File: src/hdl/ssq_pkg.sv
// ----------------------------------------------------------------------------
// ssq_pkg - status relay slot sequencer package
// Shared types, codes and the slot tier function.
// ----------------------------------------------------------------------------
`default_nettype none

package ssq_pkg;

    localparam int MAX_DEVICES_DEF = 16;

    localparam int MAP_W  = 16;
    localparam int SUB_W  = 8;
    localparam int SLOT_W = 8;
    localparam int TIME_W = 32;
    localparam int US_W   = 16;
    localparam int TYPE_W = 8;
    localparam int CIDX_W = 8;
    localparam int CDAT_W = 16;

    localparam logic [15:0] SLOT_PERIOD_RST = 16'd1000;
    localparam logic [15:0] LISTEN_LEAD_RST = 16'd100;
    localparam logic [7:0]  MSG_TYPE_RST    = 8'd0;

    localparam logic [2:0] MODE_BEGIN   = 3'd0;
    localparam logic [2:0] MODE_TX_DONE = 3'd1;
    localparam logic [2:0] MODE_RX_PKT  = 3'd2;
    localparam logic [2:0] MODE_RX_ERR  = 3'd3;
    localparam logic [2:0] MODE_CLEAR   = 3'd4;

    localparam logic [CIDX_W-1:0] REG_SLOT_PERIOD = 8'd0;
    localparam logic [CIDX_W-1:0] REG_LISTEN_LEAD = 8'd1;
    localparam logic [CIDX_W-1:0] REG_MSG_TYPE    = 8'd2;

    typedef enum logic [2:0] {
        ACT_TX        = 3'd0,
        ACT_LISTEN    = 3'd1,
        ACT_DONE      = 3'd2,
        ACT_COLLISION = 3'd3,
        ACT_NOTHING   = 3'd4
    } act_t;

    typedef enum logic [1:0] {
        C_IDLE,
        C_RANK,
        C_TIME,
        C_OUT
    } ctl_state_t;

    typedef enum logic [1:0] {
        T_IDLE,
        T_ADD,
        T_SUB
    } tmr_state_t;

    typedef struct packed {
        logic              start;
        logic [SLOT_W-1:0] mine;
        logic [MAP_W-1:0]  heard;
        logic [SLOT_W-1:0] nearest;
    } rank_req_t;

    typedef struct packed {
        logic start;
        logic listen;
    } tmr_req_t;

    // 2 nearest device, 1 heard by master, 0 otherwise
    function automatic logic [1:0] tier_of(
        input logic [SLOT_W-1:0] s,
        input logic [MAP_W-1:0]  heard,
        input logic [SLOT_W-1:0] nearest
    );
        logic [1:0] t;
        t = 2'd0;
        if (s != '0 && s == nearest)
            t = 2'd2;
        else if (s < SLOT_W'(MAP_W) && heard[s[3:0]])
            t = 2'd1;
        return t;
    endfunction

endpackage

`default_nettype wire

File: src/hdl/ssq_rank.sv
// ----------------------------------------------------------------------------
// ssq_rank - transmit position ranking
// Visits one slot per cycle and counts slots ranked ahead of own slot.
// ----------------------------------------------------------------------------
`default_nettype none

module ssq_rank #(
    parameter int MAX_DEVICES = ssq_pkg::MAX_DEVICES_DEF,
    parameter int CW          = $clog2(MAX_DEVICES + 1)
) (
    input  wire logic                       clk,
    input  wire logic                       rst_n,
    input  wire ssq_pkg::rank_req_t         req,
    input  wire logic [CW-1:0]              total,
    output logic                            done,
    output logic [ssq_pkg::SLOT_W-1:0]      position
);

    logic                         busy_reg,  busy_next;
    logic                         done_reg,  done_next;
    logic [CW-1:0]                s_reg,     s_next;
    logic [CW-1:0]                total_reg, total_next;
    logic [ssq_pkg::SLOT_W-1:0]   idx_reg,   idx_next;
    logic [ssq_pkg::SLOT_W-1:0]   mine_reg,  mine_next;
    logic [1:0]                   tier_reg,  tier_next;
    logic [ssq_pkg::MAP_W-1:0]    heard_reg, heard_next;
    logic [ssq_pkg::SLOT_W-1:0]   near_reg,  near_next;
    logic [ssq_pkg::SLOT_W-1:0]   s_ext;
    logic [1:0]                   ts;

    assign s_ext = ssq_pkg::SLOT_W'(s_reg);
    assign ts    = ssq_pkg::tier_of(s_ext, heard_reg, near_reg);

    always_comb
    begin
        busy_next  = busy_reg;
        done_next  = 1'b0;
        s_next     = s_reg;
        total_next = total_reg;
        idx_next   = idx_reg;
        mine_next  = mine_reg;
        tier_next  = tier_reg;
        heard_next = heard_reg;
        near_next  = near_reg;
        if (req.start)
        begin
            mine_next  = req.mine;
            heard_next = req.heard;
            near_next  = req.nearest;
            total_next = total;
            s_next     = CW'(1);
            tier_next  = ssq_pkg::tier_of(req.mine, req.heard, req.nearest);
            if (req.mine == '0)
            begin
                idx_next  = ssq_pkg::SLOT_W'(total);
                done_next = 1'b1;
            end
            else
            begin
                idx_next  = ssq_pkg::SLOT_W'(1);
                busy_next = 1'b1;
            end
        end
        else if (busy_reg)
        begin
            if (s_reg >= total_reg)
            begin
                busy_next = 1'b0;
                done_next = 1'b1;
            end
            else
            begin
                if (s_ext != mine_reg)
                begin
                    if (ts != tier_reg)
                    begin
                        if (ts < tier_reg)
                            idx_next = idx_reg + 1'b1;
                    end
                    else if (s_ext > mine_reg)
                    begin
                        idx_next = idx_reg + 1'b1;
                    end
                end
                s_next = s_reg + 1'b1;
            end
        end
    end

    always_ff @(posedge clk or negedge rst_n)
    begin
        if (!rst_n)
        begin
            busy_reg <= 1'b0;
            done_reg <= 1'b0;
        end
        else
        begin
            busy_reg <= busy_next;
            done_reg <= done_next;
        end
    end

    always_ff @(posedge clk)
    begin
        s_reg     <= s_next;
        total_reg <= total_next;
        idx_reg   <= idx_next;
        mine_reg  <= mine_next;
        tier_reg  <= tier_next;
        heard_reg <= heard_next;
        near_reg  <= near_next;
    end

    assign done     = done_reg;
    assign position = idx_reg;

endmodule

`default_nettype wire

File: src/hdl/ssq_timer.sv
// ----------------------------------------------------------------------------
// ssq_timer - slot time unit
// Multiplies slot offset by period, then adds phase start and, for listen
// requests, takes off the listen lead on one shared 32-bit adder.
// ----------------------------------------------------------------------------
`default_nettype none

module ssq_timer #(
    parameter int CW = 5
) (
    input  wire logic                        clk,
    input  wire logic                        rst_n,
    input  wire ssq_pkg::tmr_req_t           req,
    input  wire logic [CW-1:0]               pos,
    input  wire logic [ssq_pkg::US_W-1:0]    period,
    input  wire logic [ssq_pkg::US_W-1:0]    lead,
    input  wire logic [ssq_pkg::TIME_W-1:0]  phase,
    output logic                             done,
    output logic [ssq_pkg::TIME_W-1:0]       when
);

    localparam int PW = CW + ssq_pkg::US_W;

    ssq_pkg::tmr_state_t          state_reg, state_next;
    logic                         done_reg,  done_next;
    logic                         listen_reg, listen_next;
    logic [PW-1:0]                prod_reg,  prod_next;
    logic [ssq_pkg::TIME_W-1:0]   acc_reg,   acc_next;
    logic [ssq_pkg::TIME_W-1:0]   op_a, op_b, sum;
    logic                         cin;

    always_comb
    begin
        op_a = acc_reg;
        op_b = ~ssq_pkg::TIME_W'(lead);
        cin  = 1'b1;
        if (state_reg == ssq_pkg::T_ADD)
        begin
            op_a = phase;
            op_b = ssq_pkg::TIME_W'(prod_reg);
            cin  = 1'b0;
        end
        sum = op_a + op_b + ssq_pkg::TIME_W'(cin);
    end

    always_comb
    begin
        state_next  = state_reg;
        done_next   = 1'b0;
        listen_next = listen_reg;
        prod_next   = prod_reg;
        acc_next    = acc_reg;
        unique case (state_reg)
            ssq_pkg::T_IDLE:
            begin
                if (req.start)
                begin
                    prod_next   = PW'(pos - CW'(1)) * PW'(period);
                    listen_next = req.listen;
                    state_next  = ssq_pkg::T_ADD;
                end
            end
            ssq_pkg::T_ADD:
            begin
                acc_next = sum;
                if (listen_reg)
                begin
                    state_next = ssq_pkg::T_SUB;
                end
                else
                begin
                    done_next  = 1'b1;
                    state_next = ssq_pkg::T_IDLE;
                end
            end
            ssq_pkg::T_SUB:
            begin
                acc_next   = sum;
                done_next  = 1'b1;
                state_next = ssq_pkg::T_IDLE;
            end
            default:
            begin
                state_next = ssq_pkg::T_IDLE;
            end
        endcase
    end

    always_ff @(posedge clk or negedge rst_n)
    begin
        if (!rst_n)
        begin
            state_reg <= ssq_pkg::T_IDLE;
            done_reg  <= 1'b0;
        end
        else
        begin
            state_reg <= state_next;
            done_reg  <= done_next;
        end
    end

    always_ff @(posedge clk)
    begin
        listen_reg <= listen_next;
        prod_reg   <= prod_next;
        acc_reg    <= acc_next;
    end

    assign done = done_reg;
    assign when = acc_reg;

endmodule

`default_nettype wire

File: src/hdl/status_relay_slot_sequencer_unit.sv
// ----------------------------------------------------------------------------
// status_relay_slot_sequencer_unit - status broadcast slot sequencer
// Begin items pass through the ranking unit, which visits one slot per cycle,
// then through the slot time unit. Advance items giving transmit or listen pass
// through the slot time unit; others go straight to the result register.
// One item at a time; input is ready again the cycle after the result is
// loaded, and the next item is taken while a result waits at the output.
// Reset clears all round state and loads register defaults; no clearing pass.
// ----------------------------------------------------------------------------
`default_nettype none

module status_relay_slot_sequencer_unit #(
    parameter int MAX_DEVICES = ssq_pkg::MAX_DEVICES_DEF
) (
    input  wire logic        clk,
    input  wire logic        rst_n,

    input  wire logic        cfg_valid,
    output logic             cfg_ready,
    input  wire logic [7:0]  cfg_index,
    input  wire logic [15:0] cfg_data,

    input  wire logic        in_valid,
    output logic             in_ready,
    input  wire logic [2:0]  mode,
    input  wire logic [7:0]  own_slot,
    input  wire logic [7:0]  slot_count,
    input  wire logic [31:0] start_time,
    input  wire logic [15:0] master_map,
    input  wire logic [7:0]  master_nearest,
    input  wire logic [15:0] ranging_heard,
    input  wire logic [7:0]  overheard_subscriber,
    input  wire logic [7:0]  msg_type,
    input  wire logic [7:0]  source_slot,
    input  wire logic [15:0] sender_heard,
    input  wire logic [7:0]  sender_subscriber,

    output logic             out_valid,
    input  wire logic        out_ready,
    output logic [2:0]       action,
    output logic [31:0]      action_time,
    output logic [15:0]      heard_map,
    output logic [15:0]      direct_map,
    output logic [7:0]       pending_id
);

    localparam int CW = $clog2(MAX_DEVICES + 1);
    localparam logic [CW-1:0] MAX_CNT = CW'(MAX_DEVICES);

    // configuration
    logic [15:0] period_reg;
    logic [15:0] lead_reg;
    logic [7:0]  type_reg;

    // round state
    ssq_pkg::ctl_state_t   state_reg,   state_next;
    logic [CW-1:0]         pos_reg,     pos_next;
    logic [CW-1:0]         total_reg,   total_next;
    logic [7:0]            tx_reg,      tx_next;
    logic [31:0]           phase_reg,   phase_next;
    logic [15:0]           present_reg, present_next;
    logic [15:0]           first_reg,   first_next;
    logic [7:0]            pend_reg,    pend_next;
    ssq_pkg::act_t         act_reg,     act_next;
    logic [31:0]           time_reg,    time_next;
    logic                  tstart_reg,  tstart_next;

    // result register
    logic                  ovalid_reg,  ovalid_next;
    ssq_pkg::act_t         oact_reg,    oact_next;
    logic [31:0]           otime_reg,   otime_next;
    logic [15:0]           omap_reg,    omap_next;
    logic [15:0]           odir_reg,    odir_next;
    logic [7:0]            opend_reg,   opend_next;

    logic                  in_acc;
    logic [CW-1:0]         adv_pos;
    logic [CW-1:0]         cnt_sat;
    logic [15:0]           snd_bit;
    logic [15:0]           own_bit;

    ssq_pkg::rank_req_t    rank_req;
    logic                  rank_done;
    logic [7:0]            rank_pos;
    ssq_pkg::tmr_req_t     tmr_req;
    logic                  tmr_done;
    logic [31:0]           tmr_when;

    assign cfg_ready = 1'b1;
    assign in_ready  = (state_reg == ssq_pkg::C_IDLE);
    assign in_acc    = in_valid && in_ready;

    assign cnt_sat = (slot_count > 8'(MAX_DEVICES)) ? MAX_CNT : CW'(slot_count);
    assign adv_pos = (pos_reg < total_reg) ? pos_reg + 1'b1 : pos_reg;
    assign snd_bit = (source_slot < 8'(MAX_DEVICES)) ? (16'd1 << source_slot[3:0]) : 16'd0;
    assign own_bit = (own_slot < 8'(MAX_DEVICES)) ? (16'd1 << own_slot[3:0]) : 16'd0;

    assign rank_req.start   = in_acc && (mode == ssq_pkg::MODE_BEGIN);
    assign rank_req.mine    = own_slot;
    assign rank_req.heard   = master_map;
    assign rank_req.nearest = master_nearest;

    assign tmr_req.start  = tstart_reg;
    assign tmr_req.listen = (act_reg == ssq_pkg::ACT_LISTEN);

    ssq_rank #(
        .MAX_DEVICES (MAX_DEVICES),
        .CW          (CW)
    ) u_rank (
        .clk      (clk),
        .rst_n    (rst_n),
        .req      (rank_req),
        .total    (cnt_sat),
        .done     (rank_done),
        .position (rank_pos)
    );

    ssq_timer #(
        .CW (CW)
    ) u_timer (
        .clk    (clk),
        .rst_n  (rst_n),
        .req    (tmr_req),
        .pos    (pos_reg),
        .period (period_reg),
        .lead   (lead_reg),
        .phase  (phase_reg),
        .done   (tmr_done),
        .when   (tmr_when)
    );

    always_comb
    begin
        state_next   = state_reg;
        pos_next     = pos_reg;
        total_next   = total_reg;
        tx_next      = tx_reg;
        phase_next   = phase_reg;
        present_next = present_reg;
        first_next   = first_reg;
        pend_next    = pend_reg;
        act_next     = act_reg;
        time_next    = time_reg;
        tstart_next  = 1'b0;
        ovalid_next  = ovalid_reg && !out_ready;
        oact_next    = oact_reg;
        otime_next   = otime_reg;
        omap_next    = omap_reg;
        odir_next    = odir_reg;
        opend_next   = opend_reg;

        unique case (state_reg)
            ssq_pkg::C_IDLE:
            begin
                if (in_acc)
                begin
                    time_next  = '0;
                    state_next = ssq_pkg::C_OUT;
                    act_next   = ssq_pkg::ACT_NOTHING;
                    case (mode) inside
                        ssq_pkg::MODE_BEGIN:
                        begin
                            pos_next     = CW'(1);
                            total_next   = cnt_sat;
                            phase_next   = start_time;
                            present_next = ranging_heard | own_bit;
                            first_next   = ranging_heard;
                            pend_next    = overheard_subscriber;
                            state_next   = ssq_pkg::C_RANK;
                        end
                        ssq_pkg::MODE_TX_DONE, ssq_pkg::MODE_RX_ERR, ssq_pkg::MODE_RX_PKT:
                        begin
                            if (mode == ssq_pkg::MODE_RX_PKT && msg_type != type_reg)
                            begin
                                act_next = ssq_pkg::ACT_COLLISION;
                            end
                            else
                            begin
                                if (mode == ssq_pkg::MODE_RX_PKT)
                                begin
                                    first_next   = first_reg | snd_bit;
                                    present_next = present_reg | snd_bit | sender_heard;
                                    if (pend_reg == '0)
                                        pend_next = sender_subscriber;
                                end
                                pos_next = adv_pos;
                                if (adv_pos >= total_reg)
                                begin
                                    act_next = ssq_pkg::ACT_DONE;
                                end
                                else
                                begin
                                    act_next    = (8'(adv_pos) == tx_reg) ?
                                                  ssq_pkg::ACT_TX : ssq_pkg::ACT_LISTEN;
                                    tstart_next = 1'b1;
                                    state_next  = ssq_pkg::C_TIME;
                                end
                            end
                        end
                        ssq_pkg::MODE_CLEAR:
                        begin
                            present_next = '0;
                            first_next   = '0;
                            pend_next    = '0;
                        end
                        default:
                        begin
                            act_next = ssq_pkg::ACT_NOTHING;
                        end
                    endcase
                end
            end
            ssq_pkg::C_RANK:
            begin
                if (rank_done)
                begin
                    tx_next     = rank_pos;
                    act_next    = (rank_pos == 8'd1) ? ssq_pkg::ACT_TX : ssq_pkg::ACT_LISTEN;
                    tstart_next = 1'b1;
                    state_next  = ssq_pkg::C_TIME;
                end
            end
            ssq_pkg::C_TIME:
            begin
                if (tmr_done)
                begin
                    time_next  = tmr_when;
                    state_next = ssq_pkg::C_OUT;
                end
            end
            ssq_pkg::C_OUT:
            begin
                if (!ovalid_reg || out_ready)
                begin
                    ovalid_next = 1'b1;
                    oact_next   = act_reg;
                    otime_next  = time_reg;
                    omap_next   = present_reg;
                    odir_next   = first_reg;
                    opend_next  = pend_reg;
                    state_next  = ssq_pkg::C_IDLE;
                end
            end
            default:
            begin
                state_next = ssq_pkg::C_IDLE;
            end
        endcase
    end

    always_ff @(posedge clk or negedge rst_n)
    begin
        if (!rst_n)
        begin
            period_reg <= ssq_pkg::SLOT_PERIOD_RST;
            lead_reg   <= ssq_pkg::LISTEN_LEAD_RST;
            type_reg   <= ssq_pkg::MSG_TYPE_RST;
        end
        else if (cfg_valid && cfg_ready)
        begin
            unique case (cfg_index)
                ssq_pkg::REG_SLOT_PERIOD: period_reg <= cfg_data;
                ssq_pkg::REG_LISTEN_LEAD: lead_reg   <= cfg_data;
                ssq_pkg::REG_MSG_TYPE:    type_reg   <= cfg_data[7:0];
                default:
                begin
                end
            endcase
        end
    end

    always_ff @(posedge clk or negedge rst_n)
    begin
        if (!rst_n)
        begin
            state_reg   <= ssq_pkg::C_IDLE;
            pos_reg     <= '0;
            total_reg   <= '0;
            tx_reg      <= '0;
            phase_reg   <= '0;
            present_reg <= '0;
            first_reg   <= '0;
            pend_reg    <= '0;
            act_reg     <= ssq_pkg::ACT_NOTHING;
            time_reg    <= '0;
            tstart_reg  <= 1'b0;
            ovalid_reg  <= 1'b0;
        end
        else
        begin
            state_reg   <= state_next;
            pos_reg     <= pos_next;
            total_reg   <= total_next;
            tx_reg      <= tx_next;
            phase_reg   <= phase_next;
            present_reg <= present_next;
            first_reg   <= first_next;
            pend_reg    <= pend_next;
            act_reg     <= act_next;
            time_reg    <= time_next;
            tstart_reg  <= tstart_next;
            ovalid_reg  <= ovalid_next;
        end
    end

    always_ff @(posedge clk)
    begin
        oact_reg  <= oact_next;
        otime_reg <= otime_next;
        omap_reg  <= omap_next;
        odir_reg  <= odir_next;
        opend_reg <= opend_next;
    end

    assign out_valid   = ovalid_reg;
    assign action      = oact_reg;
    assign action_time = otime_reg;
    assign heard_map   = omap_reg;
    assign direct_map  = odir_reg;
    assign pending_id  = opend_reg;

endmodule

`default_nettype wire
File: config.mk
export PLATFORM = sky130hd
export DESIGN_NAME = status_relay_slot_sequencer_unit
export DESIGN_NICKNAME = d
export VERILOG_FILES = /design/src/hdl/ssq_pkg.sv /design/src/hdl/ssq_rank.sv /design/src/hdl/ssq_timer.sv /design/src/hdl/status_relay_slot_sequencer_unit.sv
export SDC_FILE = /design/constraint.sdc
export NUM_CORES = 1
export LEC_CHECK = 0
export BUFFER_PORTS_ARGS = -buffer_cell sky130_fd_sc_hd__buf_4
export CAP_MARGIN = 30
export CORE_MARGIN = 1.5
export CORE_UTILIZATION = 60
export DETAILED_ROUTE_END_ITERATION = 8
export PLACE_DENSITY_LB_ADDON = 0.3
export SETUP_SLACK_MARGIN = 0.15
export SYNTH_ARGS = -nofsm -noshare
export SYNTH_HDL_FRONTEND = slang
export SYNTH_SLANG_ARGS = --single-unit
File: constraint.sdc
create_clock -name clk -period 7.9 [get_ports clk]
set_input_delay 1.58 -clock clk [delete_from_list [all_inputs] [get_ports clk]]
set_output_delay 1.58 -clock clk [all_outputs]
set_load 0.05 [all_outputs]
==> qor_table.md <==
| Item | This run | Unit |
|---|---|---|
| Remaining global-route overflow | 0 | - |
| Placer's final routability congestion estimate | 0.9270 | - |
| Synthesized Nets | 2311 | - |
| Ratio of final minimum period to clock period | 0.8564 | - |
| Largest voltage drop on the vdd net | 0.2549 | mV |
| Actual slew at the worst max-slew pin | 1.022 | ns |
| Number of max-cap violations | 0 | - |
| Proportion of synthesized chip area in sequential cells | 0.4610 | - |
| Complex-gate fraction of the synthesized area | 0.08535 | - |
| Count of flip-flops with a built-in enable after synthesis | 176 | - |
| CP Data Required Time | 8.19 | ns |
| First-pass GRT wire length | 79960 | µm |
| Total clock buffers created by CTS | 39 | - |
| Wl on met1 | 20990 | µm |
| Shortest clock period the worst path allows after layout | 6.765 | ns |
| Distinct cell type count after synthesis | 64 | - |
| Row count | 68 | - |
| Setup violations, final | 0 | - |
| Final Hold Viols | 0 | - |
| Post-synthesis share of cell area spent on and, or, nand and nor gates | 0.1278 | - |
| RSZ-0062 raised after global routing | false | - |
| Number of antenna violations at the first check in global routing | 2 | - |
| Area of the die | 36390 | µm² |
| Biggest area consumer among synthesized cells | edfxtp_1 | - |
| Critical path capture point type | register | - |
| Sinks on Clock Net | 355 | - |
| Classification of the worst setup path | register to register | - |
| Max Fclk | 0.1478 | GHz |
| Multiplexer share of the synthesized area | 0.05448 | - |
| Synth Area in XOR/XNOR | 0.05205 | - |
| Top routing layer used | met4 | - |
| Ratio of cells with drive above 1 in the final layout | 0.1971 | - |
| Clock Pin Slew Worst Setup and Hold Paths | 0.07 | ns |
| Max-slew headroom at the worst pin | 0.3181 | - |
| DP Wirelength | 38320 | µm |
| Main combinational cell family by area after synthesis | adder cells | - |
| Post-route antenna net violation count | 0 | - |
| Leading cell types by total area after synthesis | edfxtp_1 (25%), dfrtp_1 (19%), fa_1 (11%), ha_1 (6.5%), nand2_1 (4.9%) | - |
| Postcts setup bufs | 0 | - |
| Most frequent cells in the layout | nand2_1 (276), buf_4 (260), inv_1 (201) | - |
| Most used flip-flop cell after synthesis | edfxtp_1 | - |
| Area of the placeable core | 34630 | µm² |
| Cell count after placement | 2574 | - |
| Internal reg-to-reg setup slack | 1.13 | ns |
| Average routed wire per standard cell | 19.24 | µm |
| Register Area | 9752 | µm² |
| CTS Buffer Depth | 3 | - |
| Average footprint of a synthesized cell | 11.01 | µm² |
| Ratio of total power to cell area | 356.2 | nW/µm² |
| Last element of the critical path | u_timer.prod_reg[20] | - |
| Final-report max-slew violation count | 0 | - |
| Number of vias after detailed routing | 15.23k | - |
| Vias in the first global route | 15.48k | - |
| Most frequent standard cell in the layout excluding fill and tap cells | nand2_1 | - |
| TritonCTS clock tree | done | - |
| Initial cell density of the core | 0.6109 | - |
| Total wirelength of the detailed-routed design | 50980 | µm |
| Post-synthesis adder-cell area fraction | 0.1711 | - |
| DRC viols | 0 | - |
| Number of buffers inserted by hold repair at cts | 0 | - |
| Cell at the root of the clock tree | clkbuf_16 | - |
| All-layer global routing usage | 0.2834 | - |
| Async set-reset flop share out of synthesis | 0.4901 | - |
| Clock network latency to the later pin of the worst-skew pair | 0.55 | ns |
| Leakage power | 11.43 | nW |
| Number of input and output port buffers inserted | 244 | - |
| Met3 wire len | 3067 | µm |
| Count of nets after finishing | 2552 | - |
| Proportion of netlist area held by the largest area contributor | 0.2499 | - |
| Filler instances | 2461 | - |
| Area growth, synth to finish | 17.59 | % |
| Met2 WL post-DR | 25150 | µm |
| Setup clock skew after layout | 0.02498 | ns |
| Worst setup startpoint | pos_reg[2] | - |
| Type of element launching the critical path | register | - |
| Post-CTS sizing | 0 | - |
| Setup TNS Final | 0 | ns |
| Synth Register Bits | 355 | - |
| Die height | 190.8 | µm |
| Startpoint of the most critical register-to-register path | pos_reg[2] | - |
| Final Non-Filler Cells | 2649 | - |
| Pin count of the biggest net entering global routing | 100 | - |
| Ports | 246 | - |
| Cell count after synthesis | 1921 | - |
| Clock H-tree levels | 2 | - |
| Worst min-delay path class | register to register | - |
| Crit path arrival time | 7.06 | ns |
| Worst-path fanout max | 13 | - |
| Logic depth of the worst register-to-register path | 21 | - |
| Status | finished clean | - |
| Die width | 190.8 | µm |
| TritonRoute pass-1 iters | 6 | - |
| R2R Path End | u_timer.prod_reg[20] | - |
| Area used by multi-input combinational logic | 10400 | µm² |
| Netlist area before placement | 21150 | µm² |
| Via count normalized by instance count | 5.749 | - |
| Initial DRC Count | 1209 | - |
| Warnings, synthesis | 0 | - |
## layout make-up
class	count	share of cell area
multi-input cells	1298	0.4182
flip-flops and latches	355	0.3921
repair buffers	265	0.08255
clock buffers	47	0.04246
inverters	203	0.03064
well taps	455	0.02289
clock inverters	24	0.01102
diodes	2	0.0002012
## layer usage
metal  up-vias  global-route usage
li1       7040                   -
met1      7548              0.3827
met2       528              0.4693
met3       113             0.03478
met4         0              0.1108
met5         -                   0
## power breakdown
group	total [mW]	internal, mW	switching [mW]	leakage [nW]
registers	3.09	2.71	0.375	3.98
logic	3.89	1.50	2.38	6.81
clock network	1.89	1.13	0.760	0.646
total	8.86	5.34	3.52	11.4
## kinds of logic after synthesis
logic type / count (synthesis)
multiplexers: 94
XOR/XNOR: 121
AND/OR/NAND/NOR: 584
buffers and inverters: 268
flip-flops: 355
adder cells (fa/ha/maj): 222
AO/OA/AOI/OAI: 276
other: 1
## metrics by stage
stage          utilization  hold WS, ns  worst slack (ns)  area [µm²]  power [mW]
6_report            0.7183       0.4428             1.135       24870       8.860
5_1_grt             0.7183       0.4502            0.7076       24870       9.388
4_1_cts             0.7168       0.4425             1.153       24820       8.849
3_5_place_dp        0.6783       0.4311             1.196       23490       6.928
3_3_place_gp        0.6771       0.4282             1.282       23450       6.744
2_1_floorplan            -       0.4248             1.251       21150       5.841
## cells in the mapped netlist (8+ instances only)
master,n
inv_1,202
nand3_1,51
dfrtp_1,164
a221oi_1,9
a21o_1,27
nand4_1,10
edfxtp_1,176
and3_1,10
nand2_1,276
nor3_1,22
ha_1,110
nor2_1,79
and2_1,40
nand2b_1,25
a22oi_1,8
mux2_2,69
nor4_1,16
clkbuf_1,57
nor2b_1,34
fa_1,112
mux4_2,10
o22ai_1,9
a21oi_1,70
mux2i_1,15
dfstp_2,10
xnor2_1,78
xor2_1,40
a31oi_1,11
o31ai_1,15
a22o_1,17
o21ai_0,57
## worst min path at each step
stage	endpoint	slack, ns	cells past startpoint	from
final	action_time[22]	0.44	0	time_reg[22]
after global routing	direct_map[7]	0.45	0	first_reg[7]
after CTS	action_time[22]	0.44	0	time_reg[22]
after detailed placement	action_time[22]	0.43	0	time_reg[22]
after global placement	heard_map[10]	0.43	0	present_reg[10]
after floorplan	action_time[0]	0.42	0	time_reg[0]
## worst max-delay path, cell delays in order (launching register included)
cell       delay (ns)
dfrtp_1          0.44
nor3_1           0.28
and3_1           0.30
buf_4            0.23
nand2_1          0.12
inv_1            0.13
fa_1             0.59
fa_1             0.84
xor2_1           0.55
xnor2_1          0.21
fa_1             0.47
fa_1             0.54
inv_1            0.06
fa_1             0.52
inv_1            0.04
ha_1             0.33
a21o_1           0.17
a21o_1           0.20
nand2_1          0.07
o2111ai_1        0.12
a21oi_1          0.19
xnor2_1          0.09
Power figures use the tool's default switching activity.
